===== config.mk =====
export PLATFORM = sky130hd
export DESIGN_NAME = ashb_queue
export DESIGN_NICKNAME = d
export VERILOG_FILES = /design/src/rtl/ashb_pkg.sv /design/src/rtl/ashb_queue.sv
export SDC_FILE = /design/constraint.sdc
export NUM_CORES = 1
export LEC_CHECK = 0
export BUFFER_PORTS_ARGS = -buffer_cell sky130_fd_sc_hd__buf_2
export CORE_AREA = 5 5 205 207
export DETAILED_ROUTE_END_ITERATION = 6
export DIE_AREA = 0 0 210 212
export PLACE_DENSITY = 0.69
export SETUP_SLACK_MARGIN = 0.3
export SLEW_MARGIN = 20
export SYNTH_ARGS = -nofsm -noshare
export SYNTH_HDL_FRONTEND = slang
export SYNTH_SLANG_ARGS = --single-unit

===== constraint.sdc =====
create_clock -name clk -period 2.3 [get_ports clk]
set_input_delay 0.345 -clock clk [delete_from_list [all_inputs] [get_ports clk]]
set_output_delay 0.345 -clock clk [all_outputs]
set_load 0.05 [all_outputs]

===== src/rtl/ashb_pkg.sv =====
// shared constants, codes and the command type of the sample history buffer
package ashb_pkg;

	localparam int CAPACITY = 4096;
	localparam int ADDR_W   = $clog2(CAPACITY);
	localparam int CNT_W    = $clog2(CAPACITY) + 1;
	localparam int MAX_READ = 64;
	localparam int RCNT_W   = 7;
	localparam int SMP_W    = 16;
	localparam int IDX_W    = 32;
	localparam int QDEPTH   = 4;
	localparam int QPTR_W   = $clog2(QDEPTH);

	typedef enum logic [1:0] {
		OP_PUSH        = 2'd0,
		OP_READ_ABS    = 2'd1,
		OP_READ_LATEST = 2'd2,
		OP_RESERVED    = 2'd3
	} op_t;

	typedef enum logic [1:0] {
		CMD_PUSH  = 2'd0,
		CMD_READ  = 2'd1,
		CMD_ERROR = 2'd2
	} cmd_kind_t;

	// one classified item on its way from the front to the back
	typedef struct packed {
		cmd_kind_t                kind;
		logic [ADDR_W-1:0]        addr;
		logic signed [SMP_W-1:0]  sample;
		logic [RCNT_W-1:0]        count;
		logic [CNT_W-1:0]         held;
		logic [IDX_W-1:0]         total;
		logic [IDX_W-1:0]         oldest;
	} cmd_t;

endpackage


===== src/rtl/ashb_queue.sv =====
// short command queue between the front and the back
module ashb_queue (
	input  logic              clk,
	input  logic              arst_n,
	input  ashb_pkg::cmd_t    wr_cmd,
	input  logic              wr_valid,
	output logic              wr_ready,
	output ashb_pkg::cmd_t    rd_cmd,
	output logic              rd_valid,
	input  logic              rd_pop
);

	ashb_pkg::cmd_t              slot_q [ashb_pkg::QDEPTH];
	logic [ashb_pkg::QPTR_W-1:0] wr_ptr_q;
	logic [ashb_pkg::QPTR_W-1:0] rd_ptr_q;
	logic [ashb_pkg::QPTR_W:0]   level_q;
	logic                        do_wr;
	logic                        do_rd;

	assign wr_ready = (level_q != (ashb_pkg::QPTR_W + 1)'(ashb_pkg::QDEPTH));
	assign rd_valid = (level_q != '0);
	assign rd_cmd   = slot_q[rd_ptr_q];
	assign do_wr    = wr_valid && wr_ready;
	assign do_rd    = rd_pop && rd_valid;

	always_ff @(posedge clk) begin
		if (do_wr) begin
			slot_q[wr_ptr_q] <= wr_cmd;
		end
	end

	always_ff @(posedge clk or negedge arst_n) begin
		if (!arst_n) begin
			wr_ptr_q <= '0;
			rd_ptr_q <= '0;
			level_q  <= '0;
		end else begin
			if (do_wr) begin
				wr_ptr_q <= wr_ptr_q + ashb_pkg::QPTR_W'(1);
			end
			if (do_rd) begin
				rd_ptr_q <= rd_ptr_q + ashb_pkg::QPTR_W'(1);
			end
			case ({do_wr, do_rd})
				2'b10:   level_q <= level_q + (ashb_pkg::QPTR_W + 1)'(1);
				2'b01:   level_q <= level_q - (ashb_pkg::QPTR_W + 1)'(1);
				default: level_q <= level_q;
			endcase
		end
	end

endmodule


==> flow_summary.json, run 1 <==
{
  "status": "finished with violations",
  "violations": "setup timing",
  "detail-route-antenna-nets": 0,
  "routed_via_density": 4.99,
  "clk_latency_ns": 0.58,
  "io_buffers": 233,
  "syn_avg_cell_area_sq_um": 26.6,
  "cp_slowest_cell": "mux4_2",
  "grt_pass1_vias": 9242,
  "cts_buffer_depth": 3,
  "synthCells": 633,
  "yosys.area.top_type_share_pct": 81.2,
  "antenna_found_initial": 2,
  "dp_hpwl_mm": 19.3,
  "rsz0062_at_grt": "true",
  "final.period_utilization_pct": 109,
  "p_total_uw": 34800,
  "slew_viol_final": 0,
  "crit_cells": 5,
  "vias": 8150,
  "min-delay-path-class": "input port to asynchronous set/reset pin",
  "setup.worst_path.start_class": "flop",
  "nets": 1185,
  "place_ws_ns": 0.184,
  "dr.pass1.iters": 4,
  "syn_to_final_growth_pct": 36.3,
  "worst_ep_arrival_time_ns": 2.17,
  "drc": 0,
  "synth_seq_area_share_pct": 82.2,
  "cts_tree": "built",
  "worstSetupPathType": "flop to primary output",
  "ir_drop_mv": 1.03,
  "dieArea_sq_um": 44500,
  "clkTransAtPathRegs_ns": 0.06,
  "die_w_um": 210,
  "drtIter0Drc": 447,
  "grt_max_degree": 63,
  "rows": 74,
  "reg2reg_depth": 9,
  "clock_tree.root_cell": "clkbuf_16",
  "worst-path-buf-inv": 4,
  "ys_ff_latch": 463,
  "fmax_mhz": 397,
  "wl_per_cell_um": 22.1,
  "cts_sinks": 463,
  "path_delay_family": "buffers and inverters",
  "grt_pass1_wl_mm": 54.9,
  "synth_top_flop_cell": "edfxtp_1",
  "cp_slowest_stage_delay_ns": 0.51,
  "crit_path_max_fanout": 5,
  "yosys-top-cells-area": "edfxtp_1, mux4_2, dfrtp_1, ha_1, buf_6",
  "chipHeight_um": 212,
  "track_usage_pct": 16.3,
  "fin_crit_ns": 2.52,
  "routed_wirelength_mm": 36.1,
  "critical_path_required_ns": 1.96,
  "initial_utilization_pct": 42.0,
  "gr-total-overflow": 0,
  "finClkSkew_ns": 0.0198,
  "cts_inserted_buffers": 49,
  "end_kind": "primary output",
  "crit_chain": "buf_12, buf_12, clkbuf_16, mux4_2, buf_6",
  "async_flop_share_pct": 1.51,
  "hold_violations": 0,
  "tightest_slew_ns": 0.449,
  "yosysWarnings": 0,
  "yosysTopAreaCell": "edfxtp_1",
  "power_leakage_uw": 0.00800,
  "worst_slack_ns": -0.218,
  "ys_types": 21,
  "place_congestion": 0.701,
  "power.density_nw_per_um2": 1510,
  "syn-num-nets": 757,
  "drive_gt1_share_pct": 43.9,
  "synth_edf_count": 456,
  "crit_path_frequent_cell": "buf_12",
  "coreArea_sq_um": 40200,
  "fillers": 2926,
  "synth_area_sq_um": 16900,
  "setup_viol": 114,
  "cap_viol_max_count": 0,
  "ioPinCount": 234,
  "maxSlewHeadroom_pct": 70.0,
  "htree_levels": 2
}
-- kinds of logic after synthesis --
family          after synthesis  synth area share (%)
mux                         116                  15.4
simple gates                  9                 0.386
compound gates                1                0.0594
flops                       463                  82.2
buf+inv                      32                  1.15
xor+xnor                      6                 0.312
fa+ha+maj                     6                 0.490
-- where the power goes --
| part | internal (uW) | leakage (uW) | switching [uW] |
|---|---|---|---|
| combinational | 6630 | 0.00300 | 9250 |
| sequential | 11100 | 0.00426 | 380 |
| clock | 4320 | 0.000736 | 3060 |
-- path summary, 6_finish.rpt --
| check | end | from | slack (ns) |
|---|---|---|---|
| max in group asynchronous | rd_ptr_q[1] | arst_n | 1.96 |
| worst min-delay path | level_q[0] | arst_n | 0.15 |
| worst min register to register | level_q[2] | level_q[2] | 0.60 |
| min in group clk | rd_ptr_q[0] | rd_pop | 0.19 |
| worst max register to register | level_q[2] | level_q[1] | 0.30 |
| worst max-delay path | rd_cmd[74] | rd_ptr_q[0] | -0.22 |
-- placed cells by master (no fill, tap or decap), drive strengths merged --
cell type / count
and2: 1
and3: 4
buf: 285
bufinv: 2
clkbuf: 71
clkinv: 15
clkinvlp: 1
dfrtp: 7
diode: 2
dlygate4sd3: 115
edfxtp: 456
fa: 1
ha: 5
inv: 8
mux2: 1
mux2i: 1
mux4: 114
nand2: 1
nor2: 1
o31a: 1
or3: 1
or3b: 1
xnor2: 3
xor2: 3
-- synthesized netlist by cell type, drive strengths merged, types with 3 or more instances --
master  number
buf         20
and3         4
inv          6
xnor2        3
xor2         3
edfxtp     456
mux4       114
ha           5
clkbuf       6
dfrtp        7
-- metal layers --
metal | up-vias | wire length [um] | part of all wire, % | GRT usage, %
met2 | 225 | 18700 | 52 | 27.6
met4 | 0 | 709 | 2.0 | 4.86
met3 | 49 | 2340 | 6.5 | 4.44
met5 | - | 0 | 0 | 0
met1 | 4253 | 14300 | 40 | 20.9
li1 | 3623 | - | - | -
-- final cells by class --
type	instances	area, sq um	area share [%]
inverter	6	22.5	0.0980
sequential	463	13900	60.4
timing repair buffer	403	4080	17.7
tap	532	666	2.90
multi-input combinational	138	2840	12.3
clock inverter	20	158	0.686
antenna	2	5.00	0.0218
clock buffer	68	1350	5.87
-- through the flow --
| stage | hold WS (ns) | util [%] | setup TNS [ns] | std cells | area, sq um |
|---|---|---|---|---|---|
| final | 0.154 | 57.2 | -16.24 | 1632 | 23000 |
| after global routing | 0.151 | 57.2 | -24.20 | 1632 | 23000 |
| after CTS | 0.123 | 56.8 | -20.94 | 1621 | 22800 |
| after detailed placement | 0.194 | 47.1 | 0 | 1394 | 18900 |
| after global placement | 0.189 | 47.1 | 0 | 1394 | 18900 |
| after floorplan | 0.0494 | - | 0 | 633 | 16900 |
-- repair_timing --
action	CTS	global route
hold buffers	115	0
resized for setup	261	4
setup buffers	15	6
endpoints found under the hold margin	463	0
pin swaps	3	1
endpoints found under the setup margin	117	116
gates cloned	9	3
-- sequential cells by signal (all words and copies together) (netlist names) --
register	cells
slot_q	456
level_q	3
rd_ptr_q	2
wr_ptr_q	2
Power figures use the tool's default switching activity.
==> run 2, diff against run 1 <==
--- a/config.mk
+++ b/config.mk
@@ -6,11 +6,10 @@
 export NUM_CORES = 1
 export LEC_CHECK = 0
 export BUFFER_PORTS_ARGS = -buffer_cell sky130_fd_sc_hd__buf_2
-export CORE_AREA = 5 5 205 207
+export CORE_AREA = 5 5 244 246
 export DETAILED_ROUTE_END_ITERATION = 6
-export DIE_AREA = 0 0 210 212
-export PLACE_DENSITY = 0.69
-export SETUP_SLACK_MARGIN = 0.3
+export DIE_AREA = 0 0 249 251
+export PLACE_DENSITY = 0.53
 export SLEW_MARGIN = 20
 export SYNTH_ARGS = -nofsm -noshare
 export SYNTH_HDL_FRONTEND = slang
==> flow_summary.json, run 2 (synthesized netlist as in run 1, its figures left out) <==
{
  "cap_viol_max_count": 0,
  "dr.pass1.iters": 4,
  "mostFrequentLayoutCells": "edfxtp_1, buf_2, dlygate4sd3_1",
  "min-delay-path-class": "input port to flop",
  "die_w_um": 249,
  "grt_max_degree": 65,
  "grt_pass1_vias": 9080,
  "vias": 8198,
  "clkPwrFrac_pct": 21.2,
  "tightest_slew_ns": 0.469,
  "rows": 88,
  "setup_viol": 114,
  "syn_to_final_growth_pct": 37.0,
  "initial_utilization_pct": 29.5,
  "worst_slack_ns": -0.212,
  "sw_frac_of_total_pct": 37.3,
  "p_total_uw": 34600,
  "nets": 1178,
  "place_ws_ns": 0.120,
  "coreArea_sq_um": 57100,
  "largest-register": "slot_q",
  "finClkSkew_ns": 0.0112,
  "setup.worst_path.start_class": "flop",
  "io_buffers": 233,
  "drive_gt1_share_pct": 43.4,
  "end_kind": "primary output",
  "fin_crit_ns": 2.51,
  "cp_slowest_cell": "dfrtp_4",
  "grt_pass1_wl_mm": 57.9,
  "violations": "setup timing",
  "crit_chain": "buf_12, buf_4, buf_16, mux4_2, buf_6",
  "place_congestion": 0.669,
  "fillers": 5069,
  "layout_commonest_cell": "edfxtp_1",
  "final_cells": 1853,
  "hold_violations": 0,
  "worst-path-buf-inv": 4,
  "drc": 0,
  "cp_slowest_stage_delay_ns": 0.50,
  "chipHeight_um": 251,
  "critical_path_required_ns": 1.96,
  "largest_register_ffs": 456,
  "routed_via_density": 4.42,
  "cts_inserted_buffers": 51,
  "cts_buffer_depth": 3,
  "power_leakage_uw": 0.00791,
  "cts_sinks": 463,
  "clk_latency_ns": 0.58,
  "dp_hpwl_mm": 21.1,
  "regArea_sq_um": 13900,
  "reg.largest.list": "slot_q: 456 flops, level_q: 3 flops",
  "maxSlewHeadroom_pct": 68.7,
  "dp_cells": 1627,
  "combPwrFrac_pct": 45.6,
  "slew_viol_final": 0,
  "crit_path_max_fanout": 7,
  "track_usage_pct": 12.2,
  "worstSetupPathType": "flop to primary output",
  "routed_wirelength_mm": 38.7,
  "dieArea_sq_um": 62500,
  "wl_per_cell_um": 20.9,
  "rsz0062_at_grt": "true",
  "power.density_nw_per_um2": 1500,
  "final.period_utilization_pct": 109,
  "p_sw_uw": 12900,
  "path_delay_family": "buffers and inverters",
  "worst_ep_arrival_time_ns": 2.17,
  "detail-route-antenna-nets": 0,
  "drtIter0Drc": 423,
  "ioPinCount": 234,
  "clkTransAtPathRegs_ns": 0.05,
  "power.internal_uw": 21700,
  "status": "finished with violations",
  "fmax_mhz": 398,
  "multiInputGateArea_sq_um": 2820,
  "gr-total-overflow": 0,
  "ir_drop_mv": 0.930,
  "cts_tree": "built",
  "antenna_found_initial": 5,
  "htree_levels": 2,
  "power_frac_seq_pct": 33.2,
  "clock_tree.root_cell": "clkbuf_16"
}
==> run 2: cell types whose count changed in the layout (fill, tap and decap cells not counted), sizes merged <==
cell / change
clkinvlp: +1
buf: -8
diode: -1
clkinv: +2
bufinv: -1
clkbuf: -6
inv: +1
==> run 2: cell type report <==
class	count	share of cell area (%)
diodes	1	0.0108
clock buffers	63	5.72
clock inverters	23	0.672
inverters	6	0.0975
multi-input cells	138	12.2
flip-flops and latches	463	60.1
well taps	765	4.14
repair buffers	394	17.1
==> run 2: repair_timing <==
action,CTS,global route
hold buffers,115,0
endpoints found under the hold margin,463,0
buffers inserted,8,4
cloned,10,2
pin swaps,0,1
setup endpoints to repair,114,115
resized for setup,248,1
==> run 2: stage by stage <==
step | utilization (%) | hold slack, ns | setup TNS [ns] | area, sq um
4_1_cts | 40.3 | 0.0902 | -26.76 | 23000
2_1_floorplan | - | 0.0494 | -165.48 | 16900
3_3_place_gp | 33.6 | 0.198 | 0 | 19200
3_5_place_dp | 33.6 | 0.208 | 0 | 19200
5_1_grt | 40.4 | 0.122 | -31.26 | 23100
6_report | 40.4 | 0.142 | -20.63 | 23100
==> run 2: worst paths after layout <==
| kind | startpoint | endpoint | slack, ns | cells past startpoint |
|---|---|---|---|---|
| worst max register to register | level_q[0] | level_q[2] | 0.11 | 9 |
| worst max-delay path | rd_ptr_q[0] | rd_cmd[48] | -0.21 | 5 |
| max in group asynchronous | arst_n | rd_ptr_q[0] | 1.92 | 2 |
| min in group asynchronous | arst_n | level_q[1] | 0.17 | 2 |
| worst min register to register | level_q[2] | level_q[2] | 0.52 | 1 |
| worst min-delay path | rd_pop | rd_ptr_q[0] | 0.14 | 3 |
==> run 2: metal layers <==
layer | global-route usage [%] | share of wire, % | vias up
met1 | 15.8 | 43 | 4301
li1 | - | - | 3608
met5 | 0 | 0.12 | -
met3 | 3.99 | 6.7 | 71
met4 | 3.11 | 2.1 | 8
met2 | 19.9 | 48 | 210
==> run 2: power by group through the flow <==
stage	clock (uW)	combinational [uW]	sequential, uW
after detailed placement	0	12600	11700
after global placement	0	12600	11600
after global routing	7980	16600	11600
after CTS	7630	16000	11500
after floorplan	0	9290	11600
final	7340	15800	11500
==> run 2: worst register-to-register path, delay by kind of cell (launching register included) <==
| kind | cells | cell delay, ns |
|---|---|---|
| flops | 1 | 0.41 |
| simple gates | 3 | 0.74 |
| buf+inv | 2 | 0.12 |
| fa+ha+maj | 2 | 0.55 |
| xor+xnor | 2 | 0.30 |
