## src/rtl/ashb_pkg.sv

```systemverilog
// shared constants, codes and the command type of the sample history buffer
package ashb_pkg;

	localparam int CAPACITY = 4096;
	localparam int ADDR_W   = $clog2(CAPACITY);
	localparam int CNT_W    = $clog2(CAPACITY) + 1;
	localparam int MAX_READ = 64;
	localparam int RCNT_W   = 7;
	localparam int SMP_W    = 16;
	localparam int IDX_W    = 32;
	localparam int QDEPTH   = 4;
	localparam int QPTR_W   = $clog2(QDEPTH);

	typedef enum logic [1:0] {
		OP_PUSH        = 2'd0,
		OP_READ_ABS    = 2'd1,
		OP_READ_LATEST = 2'd2,
		OP_RESERVED    = 2'd3
	} op_t;

	typedef enum logic [1:0] {
		CMD_PUSH  = 2'd0,
		CMD_READ  = 2'd1,
		CMD_ERROR = 2'd2
	} cmd_kind_t;

	// one classified item on its way from the front to the back
	typedef struct packed {
		cmd_kind_t                kind;
		logic [ADDR_W-1:0]        addr;
		logic signed [SMP_W-1:0]  sample;
		logic [RCNT_W-1:0]        count;
		logic [CNT_W-1:0]         held;
		logic [IDX_W-1:0]         total;
		logic [IDX_W-1:0]         oldest;
	} cmd_t;

endpackage

```

## src/rtl/ashb_chan_if.sv

```systemverilog
// request and response channel interfaces of the sample history buffer
interface ashb_req_if;
	logic                               valid;
	logic                               ready;
	logic [1:0]                         operation;
	logic signed [ashb_pkg::SMP_W-1:0]  in_sample;
	logic [ashb_pkg::IDX_W-1:0]         base_index;
	logic [ashb_pkg::RCNT_W-1:0]        read_count;

	modport source(output valid, operation, in_sample, base_index, read_count, input ready);
	modport sink(input valid, operation, in_sample, base_index, read_count, output ready);
endinterface


```

## src/rtl/ashb_front.sv

```systemverilog
// front end: accepts items, tracks fill and totals, classifies each item
module ashb_front (
	input  logic              clk,
	input  logic              arst_n,
	ashb_req_if.sink          request,
	output ashb_pkg::cmd_t    cmd,
	output logic              cmd_valid,
	input  logic              cmd_ready
);

	logic [ashb_pkg::CNT_W-1:0]  fill_q;
	logic [ashb_pkg::IDX_W-1:0]  total_q;
	logic [ashb_pkg::IDX_W-1:0]  oldest_q;

	logic [ashb_pkg::CNT_W-1:0]  fill_next;
	logic [ashb_pkg::IDX_W-1:0]  total_next;
	logic [ashb_pkg::IDX_W-1:0]  oldest_next;
	logic [ashb_pkg::IDX_W:0]    abs_end;
	logic                        bad_count;
	logic                        abs_err;
	logic                        lat_err;
	logic                        accept;

	assign request.ready = cmd_ready;
	assign cmd_valid     = request.valid;
	assign accept        = request.valid && cmd_ready;

	always_comb begin
		// state after a push
		total_next = total_q + ashb_pkg::IDX_W'(1);
		fill_next  = (fill_q < ashb_pkg::CNT_W'(ashb_pkg::CAPACITY)) ?
			fill_q + ashb_pkg::CNT_W'(1) : fill_q;
		oldest_next = (ashb_pkg::IDX_W'(fill_next) < total_next) ?
			total_next - ashb_pkg::IDX_W'(fill_next) : '0;

		bad_count = (request.read_count == '0) ||
			(request.read_count > ashb_pkg::RCNT_W'(ashb_pkg::MAX_READ));
		// end of range in 33 bits so the sum cannot wrap
		abs_end = {1'b0, request.base_index} + (ashb_pkg::IDX_W + 1)'(request.read_count);
		abs_err = bad_count || (request.base_index < oldest_q) ||
			(abs_end > {1'b0, total_q});
		// latest read starts at total - count; it only fails on count or a wrapped start
		lat_err = bad_count || (ashb_pkg::CNT_W'(request.read_count) > fill_q) ||
			(ashb_pkg::IDX_W'(request.read_count) > total_q);

		cmd        = '0;
		cmd.sample = request.in_sample;
		cmd.count  = request.read_count;
		cmd.held   = fill_q;
		cmd.total  = total_q;
		cmd.oldest = oldest_q;
		cmd.kind   = ashb_pkg::CMD_ERROR;
		case (ashb_pkg::op_t'(request.operation))
			ashb_pkg::OP_PUSH: begin
				cmd.kind   = ashb_pkg::CMD_PUSH;
				cmd.addr   = total_q[ashb_pkg::ADDR_W-1:0];
				cmd.held   = fill_next;
				cmd.total  = total_next;
				cmd.oldest = oldest_next;
			end
			ashb_pkg::OP_READ_ABS: begin
				cmd.kind = abs_err ? ashb_pkg::CMD_ERROR : ashb_pkg::CMD_READ;
				cmd.addr = request.base_index[ashb_pkg::ADDR_W-1:0];
			end
			ashb_pkg::OP_READ_LATEST: begin
				cmd.kind = lat_err ? ashb_pkg::CMD_ERROR : ashb_pkg::CMD_READ;
				cmd.addr = total_q[ashb_pkg::ADDR_W-1:0] -
					ashb_pkg::ADDR_W'(request.read_count);
			end
			default: begin
				cmd.kind = ashb_pkg::CMD_ERROR;
			end
		endcase
	end

	always_ff @(posedge clk or negedge arst_n) begin
		if (!arst_n) begin
			fill_q   <= '0;
			total_q  <= '0;
			oldest_q <= '0;
		end else if (accept && (ashb_pkg::op_t'(request.operation) == ashb_pkg::OP_PUSH)) begin
			fill_q   <= fill_next;
			total_q  <= total_next;
			oldest_q <= oldest_next;
		end
	end

endmodule

```

## src/flat_wrapper.sv

```systemverilog
// flat-port wrapper written by rule: the top's interface ports become plain ports
module ashb_front_flat 
  (clk, arst_n, cmd, cmd_valid, cmd_ready, request_valid, request_operation, request_in_sample, request_base_index, request_read_count, request_ready);
  ashb_req_if request_i ();
  input  logic clk;
  input  logic arst_n;
  output ashb_pkg::cmd_t cmd;
  output logic cmd_valid;
  input  logic cmd_ready;
  input wire logic [$bits(request_i.valid)-1:0] request_valid;
  input wire logic [$bits(request_i.operation)-1:0] request_operation;
  input wire logic [$bits(request_i.in_sample)-1:0] request_in_sample;
  input wire logic [$bits(request_i.base_index)-1:0] request_base_index;
  input wire logic [$bits(request_i.read_count)-1:0] request_read_count;
  output wire logic [$bits(request_i.ready)-1:0] request_ready;
  assign request_i.valid = request_valid;
  assign request_i.operation = request_operation;
  assign request_i.in_sample = request_in_sample;
  assign request_i.base_index = request_base_index;
  assign request_i.read_count = request_read_count;
  assign request_ready = request_i.ready;
  ashb_front u_core (.clk(clk), .arst_n(arst_n), .request(request_i), .cmd(cmd), .cmd_valid(cmd_valid), .cmd_ready(cmd_ready));
endmodule
```

## config.mk

```make
export PLATFORM = sky130hd
export DESIGN_NAME = ashb_front_flat
export DESIGN_NICKNAME = d
export VERILOG_FILES = /design/src/rtl/ashb_pkg.sv /design/src/rtl/ashb_chan_if.sv /design/src/rtl/ashb_front.sv /design/src/flat_wrapper.sv
export SDC_FILE = /design/constraint.sdc
export NUM_CORES = 1
export LEC_CHECK = 0
export BUFFER_PORTS_ARGS = -buffer_cell sky130_fd_sc_hd__buf_4
export CAP_MARGIN = 0
export CORE_ASPECT_RATIO = 1.5
export CORE_MARGIN = 2
export CORE_UTILIZATION = 63
export DETAILED_ROUTE_END_ITERATION = 6
export PLACE_DENSITY = 0.95
export RECOVER_POWER = 50
export SETUP_SLACK_MARGIN = 0.2
export SYNTH_ARGS = -nofsm -noshare
export SYNTH_HDL_FRONTEND = slang
export SYNTH_SLANG_ARGS = --single-unit
```

## constraint.sdc

```tcl
create_clock -name clk -period 7.7 [get_ports clk]
set_input_delay 0.77 -clock clk [delete_from_list [all_inputs] [get_ports clk]]
set_output_delay 0.77 -clock clk [all_outputs]
set_load 0.005 [all_outputs]
```

==> metrics.md, run 1 <==
| Metric | Value |
|---|---|
| Slew headroom | `-194%` |
| Max Cap Viol | `1` |
| Pwr Density | `roughly 240 nW/µm²` |
| Dpl hpwl | `26000 µm` |
| Synthesized Nets | `between 1000 and 1500` |
| Final #Nets | `around 1500` |
| Routed WL | `around 34000 µm` |
| Crit end category | `output port` |
| CTS tree | `yes` |
| Max IR drop VDD | `roughly 0.00033 V` |
| WP data required | `roughly 6.9 ns` |
| Total CTS buffers | `9` |
| Number of synthesized flops with an enable pin | `0` |
| CTS clk-pin slew, worst paths | `~0.060 ns` |
| Clk_skew | `around 0.0036 ns` |
| Final setup vio count | `0` |
| Post-route minimum period | `between 6 and 7 ns` |
| Top_reg_cell synth | `dfrtp_1` |
| Leak Pwr | `between 4 and 5 nW` |
| Worst Path Arrival | `approximately 5.8 ns` |
| Drt pass-1 iters | `5` |
| Chip Height | `157 µm` |
| Synth area leaders | `dfrtp_1 (20%), ha_1 (14%), xnor2_1 (13%)` |
| Area fraction of the dominant cell type after synthesis | `between 10% and 20%` |
| Failing checks | `max-capacitance violations, max-slew violations` |
| Number of fill cells in the layout | `between 1000 and 1500` |
| Synth Instances | `approximately 1300` |
| Hold crit path type | `reg2reg` |
| Routed wire per std cell | `about 22 µm` |
| Layout Utilization | `between 70 and 80%` |
| H-tree levels | `3` |
| Starting Density | `64.6%` |
| Sum Neg Setup Slack | `0 ns` |
| Vias per cell | `between 6 and 7` |
| DRT antenna net count | `0` |
| I/O Pins | `between 150 and 200` |
| Max Fanout on Critical Path | `30` |
| First-pass GRT wire length | `about 53000 µm` |
| Resized cells post-CTS | `0` |
| Area occupied by multi-input gates | `7060 µm²` |
| Ys Warns | `0` |
| Post-synthesis register bit count | `77` |
| Share of cells above drive strength 1 | `around 14%` |
| Yosys top cell by area | `dfrtp_1` |
| Die area | `roughly 17000 µm²` |
| Hold buffer count at cts | `0` |
| Achievable Freq | `0.151 GHz` |
| Seq/Total Area, Yosys | `about a fifth` |
| RePlAce Congestion | `1.13` |
| Row count | `55` |
| CP Launch Type | `flop` |
| Iter 0 DRT Violations | `842` |
| Largest net degree at the start of global routing | `84` |
| Initial antenna violation count | `0` |
| Via Count | `10018` |
| Maximum root-to-sink buffer count | `2` |
| Status | `finished with violations` |
| Clk Latency, worst-skew pair | `0.35 ns` |
| RSZ-0062 raised after global routing | `no` |
| Die Span X | `roughly 110 µm` |
| Synth Area per Inst | `between 7 and 8 µm²` |
| Hold slack | `approximately 0.51 ns` |
| Gr ovfl total | `0` |
| CTS root buffer | `clkbuf_16` |
| FF+latch area | `around 1900 µm²` |
| Final-report hold violation count | `0` |
| FFs w/ async S/R, synth | `100%` |
| All-Layer GR Usage | `41.3%` |
| Area growth syn-to-layout | `11.8%` |
| Postcts setup bufs | `0` |
| CP Class | `reg2out` |
| Total power after layout | `approximately 0.0026 W` |
| Final Cycle Share | `between 80 and 90%` |
| Max-slew violations | `78` |
| Distinct cells, synth | `77` |
| Mapped cell area | `9830 µm²` |
| I/O Buffers | `144` |
| Clock sinks | `77` |
| Core area | `15200 µm²` |
| Worst-margin pin slew | `between 4 and 5 ns` |
| Vias in the first global route | `roughly 9700` |
| Antenna cell count | `0` |
| DRC Markers | `0` |
==> critical path: stages, from the launching register on <==
cell	delay, ns
dfrtp_1	0.56
nand4_1	0.40
nor4_1	1.24
a21oi_1	0.20
nor4b_1	1.17
nand4_1	0.23
nand4bb_1	0.40
nor2_4	0.62
buf_4	0.37
o31ai_1	0.11
buf_4	0.17
==> power breakdown <==
part | total (W) | switching, W | internal (W)
clock network | 0.000503 | 0.000186 | 0.000317
registers | 0.000601 | 0.000120 | 0.000480
logic | 0.00151 | 0.000880 | 0.000629
total | 0.00261 | 0.00119 | 0.00143
==> registers in the layout, indices dropped and copies added (netlist names) <==
| register | cells |
|---|---|
| u_core.fill_q | 13 |
| u_core.total_q | 32 |
| u_core.oldest_q | 32 |
==> path summary, 6_finish.rpt <==
path / start / to / slack [ns] / cells past startpoint
max in group asynchronous: arst_n / u_core.fill_q[6] / 3.25 / 1
min in group asynchronous: arst_n / u_core.total_q[21] / 1.99 / 1
worst max register to register: u_core.total_q[18] / u_core.oldest_q[7] / 2.21 / 9
worst max-delay path: u_core.total_q[18] / cmd[2] / 1.09 / 10
worst min-delay path: u_core.oldest_q[4] / u_core.oldest_q[4] / 0.51 / 2
worst min register to register: u_core.oldest_q[4] / u_core.oldest_q[4] / 0.51 / 2
==> final cells by class <==
cell class              instances  area share [%]
well taps                     199            2.27
flip-flops and latches         77            17.5
clock buffers                  10            2.08
multi-input cells            1001            64.2
repair buffers                148            9.70
inverters                      93            3.18
clock inverters                 6            1.01
==> kinds of logic after synthesis <==
kind of cell               synth area share [%]
DFF                                        19.6
AOI/OAI and AO/OA                          17.0
adders and majority gates                  14.2
xor gates and xnor gates                   16.0
buffers and inverters                      8.53
muxes                                      1.04
and+or+nand+nor                            23.6
==> per-stage QoR <==
stage	cell area, µm²	worst slack, ns	cells
after global placement	10700	2.25	1518
after global routing	11000	0.811	1534
after detailed placement	10700	2.12	1518
after CTS	11100	1.70	1534
after floorplan	9830	2.81	1261
final	11000	1.09	1534
==> per-layer routing <==
layer  vias to the layer above  track usage (%)  part of all wire, %
li1                       4560                -                    -
met1                      4677             42.6                   33
met5                         -                0                    0
met2                       584             68.4                   47
met3                       197             9.32                  7.9
met4                         0             39.6                   11
==> cell usage after synthesis (all sizes together), types with 2 or more instances <==
library cell and n:
and4 3, and2 2, o31ai 51, a2111oi 3
or3 5, a21o 29, nand2b 5, clkbuf 43
nor2b 11, nand2 120, o21a 4, a211oi 6
xor2 37, nor4 28, nand4 53, a211o 2
dfrtp 77, and3 14, nor2 122, a21oi 46
buf 47, or2 6, inv 80, or4 7
o211ai 6, nor3 34, a32o 2, xnor2 142
a221oi 2, nor4b 4, fa 3, clkinv 13
a31oi 7, o21bai 5, o22ai 15, ha 107
o21ai 54, nand3 35, mux2i 9, a31o 2
o211a 2, a21boi 4
==> layout by cell type, fill, tap and decap left out, drive strengths merged, types with 42 or more instances in the layout <==
cell / n
clkbuf: 42
a21oi: 46
inv: 80
o31ai: 51
ha: 107
nor2: 122
buf: 116
nand4: 53
dfrtp: 77
o21ai: 54
nand2: 120
xnor2: 142
Power figures use the tool's default switching activity.
==> inputs of run 2 (changes only) <==
--- a/config.mk
+++ b/config.mk
@@ -5,13 +5,14 @@
 export SDC_FILE = /design/constraint.sdc
 export NUM_CORES = 1
 export LEC_CHECK = 0
+export ABC_CLOCK_PERIOD_IN_PS = 7700
 export BUFFER_PORTS_ARGS = -buffer_cell sky130_fd_sc_hd__buf_4
 export CAP_MARGIN = 0
 export CORE_ASPECT_RATIO = 1.5
 export CORE_MARGIN = 2
-export CORE_UTILIZATION = 63
+export CORE_UTILIZATION = 35
 export DETAILED_ROUTE_END_ITERATION = 6
-export PLACE_DENSITY = 0.95
+export PLACE_DENSITY = 0.64
 export RECOVER_POWER = 50
 export SETUP_SLACK_MARGIN = 0.2
 export SYNTH_ARGS = -nofsm -noshare
==> run 2 against run 1 <==
The flow still finishes with violations (max-capacitance violations, max-slew violations). Count of clock-buffer cells in the layout is 1 higher. Flip-flop and latch count stayed put. Cell area is 1.6% higher. Total power is 1.6% lower. Fmax is 4.0% higher.
==> metrics.md, run 2 (synthesis results as in run 1) <==
| Metric | Value |
|---|---|
| Starting Density | `a little over a third` |
| Status | `finished with violations` |
| WP data required | `roughly 6.9 ns` |
| CP Launch Type | `flop` |
| Clk Latency, worst-skew pair | `around 0.36 ns` |
| Iter 0 DRT Violations | `slightly below 800` |
| Routed wire per std cell | `~22 µm` |
| Max Cap Viol | `1` |
| H-tree levels | `3` |
| Via Count | `slightly below 10000` |
| Antenna cell count | `0` |
| Gr ovfl total | `0` |
| RSZ-0062 raised after global routing | `no` |
| CTS tree | `yes` |
| Core area | `between 20000 and 30000 µm²` |
| Layout Utilization | `40.2%` |
| Top Registers | `u_core.oldest_q (32), u_core.total_q (32), u_core.fill_q (13)` |
| Most common cell after layout, fill and taps aside | `xnor2_1` |
| DRC Markers | `0` |
| Die area | `around 29000 µm²` |
| Crit end category | `output port` |
| DRT antenna net count | `0` |
| Reg2Reg Depth | `14` |
| First-pass GRT wire length | `around 55000 µm` |
| Drt pass-1 iters | `6` |
| Pwr Density | `230 nW/µm²` |
| Final #Nets | `1502` |
| Cell family contributing the most delay on the critical path | `simple AND/OR/NAND/NOR gates` |
| Worst-margin pin slew | `4.43 ns` |
| Placed insts | `roughly 1700` |
| Hold buffer count at cts | `0` |
| I/O Buffers | `between 100 and 150` |
| Worst Hold Launch | `u_core.oldest_q[7]` |
| Vias per cell | `5.71` |
| Maximum root-to-sink buffer count | `2` |
| Area growth syn-to-layout | `13.5%` |
| I/O Pins | `~180` |
| Dpl hpwl | `~30000 µm` |
| Hold-critical path depth | `2` |
| CTS clk-pin slew, worst paths | `around 0.06 ns` |
| Most frequent cells in the layout | `xnor2_1 (141), nor2_1 (120), nand2_1 (120), buf_4 (113), ha_1 (107)` |
| Largest stage delay, worst path | `just over 0.8 ns` |
| Die Span X | `~140 µm` |
| Worst Path Arrival | `~5.6 ns` |
| Slowest CP cell | `or4_1` |
| Worst reg-to-reg setup slack | `between 2 and 3 ns` |
| Postcts setup bufs | `0` |
| Clock sinks | `77` |
| Failing checks | `max-capacitance violations, max-slew violations` |
| Post-route minimum period | `between 6 and 7 ns` |
| Hold crit path type | `reg2reg` |
| Final Cycle Share | `82.5%` |
| Reg-to-reg critical path endpoint | `u_core.oldest_q[29]` |
| CP Class | `reg2out` |
| Routed WL | `~37000 µm` |
| Max Fanout on Critical Path | `10` |
| Achievable Freq | `0.157 GHz` |
| Chip Height | `roughly 210 µm` |
| Vias in the first global route | `between 9000 and 10000` |
| Fin cells | `~1700` |
| Total CTS buffers | `9` |
| Sum Neg Setup Slack | `0 ns` |
| Number of fill cells in the layout | `between 2000 and 3000` |
| Resized cells post-CTS | `0` |
| Max IR drop VDD | `0.000139 V` |
| Share of cells above drive strength 1 | `between 10% and 20%` |
| All-Layer GR Usage | `24.6%` |
| Clk_skew | `around 0.012 ns` |
| Leak Pwr | `roughly 4.8 nW` |
| Final-report hold violation count | `0` |
| Max-slew violations | `78` |
| FF+latch area | `1930 µm²` |
| Slew headroom | `-195%` |
| Crit path buffers/inverters | `1` |
| Row count | `between 70 and 80` |
| RePlAce Congestion | `about 0.94` |
| Largest net degree at the start of global routing | `84` |
| Area occupied by multi-input gates | `7080 µm²` |
| CTS root buffer | `clkbuf_16` |
| R2R Path Start | `u_core.total_q[0]` |
| Final setup vio count | `0` |
| CP cell instances | `ha_1 > nand4_2 > or2_2 > nor3_1 > xnor2_1 > ha_1 > nand2_1 > nor3_1 > o311ai_0 > nand4_1 > or4_1 > nor4_1 > o21ai_0 > a31oi_1 > buf_4` |
| Hold Crit Endpoint | `u_core.oldest_q[7]` |
| Hold slack | `between 0.5 and 0.6 ns` |
| Initial antenna violation count | `0` |
==> run 2: worst reg2reg max path, delay by kind of cell, from the launching register on <==
family	cells	cell delay, ns
AOI/OAI and AO/OA	3	0.66
adders and majority gates	2	0.71
and+or+nand+nor	8	2.94
xor gates and xnor gates	1	0.17
DFF	1	0.57
==> run 2: metal layers <==
layer  part of all wire, %  wire, µm  track usage [%]
met4                   8.2      3020             17.9
met2                    52     19100             46.1
met1                    36     13100             25.3
met5                     0         0                0
met3                   4.3      1580             2.21
==> run 2: metrics by stage <==
step	area, µm²	setup slack (ns)	power (W)
6_report	11200	1.35	0.00257
5_1_grt	11200	1.21	0.00275
4_1_cts	11200	1.44	0.00258
3_5_place_dp	10900	1.84	0.00209
3_3_place_gp	10900	1.90	0.00207
2_1_floorplan	9830	2.81	0.00152
==> run 2: worst max path at each step <==
stage,startpoint,to,slack (ns),depth (start not counted)
after floorplan,u_core.total_q[0],cmd[27],2.81,16
after global placement,u_core.total_q[0],cmd[29],1.90,15
after detailed placement,u_core.total_q[0],cmd[29],1.84,15
after CTS,u_core.total_q[0],cmd[29],1.44,15
after global routing,u_core.total_q[0],cmd[29],1.21,15
final,u_core.total_q[0],cmd[29],1.35,15
==> run 2: cell type report <==
class / instances / share of cell area, %
clock buffers: 11 / 2.17
clock inverters: 4 / 0.650
well taps: 346 / 3.88
multi-input cells: 1001 / 63.4
inverters: 93 / 3.13
flip-flops and latches: 77 / 17.3
repair buffers: 149 / 9.52
==> run 2: where the power goes <==
group / switching [W] / internal, W / leakage [nW]
clock: 0.000193 / 0.000291 / 0.152
sequential: 0.000116 / 0.000480 / 0.882
combinational: 0.000865 / 0.000626 / 3.76
total: 0.00117 / 0.00140 / 4.79
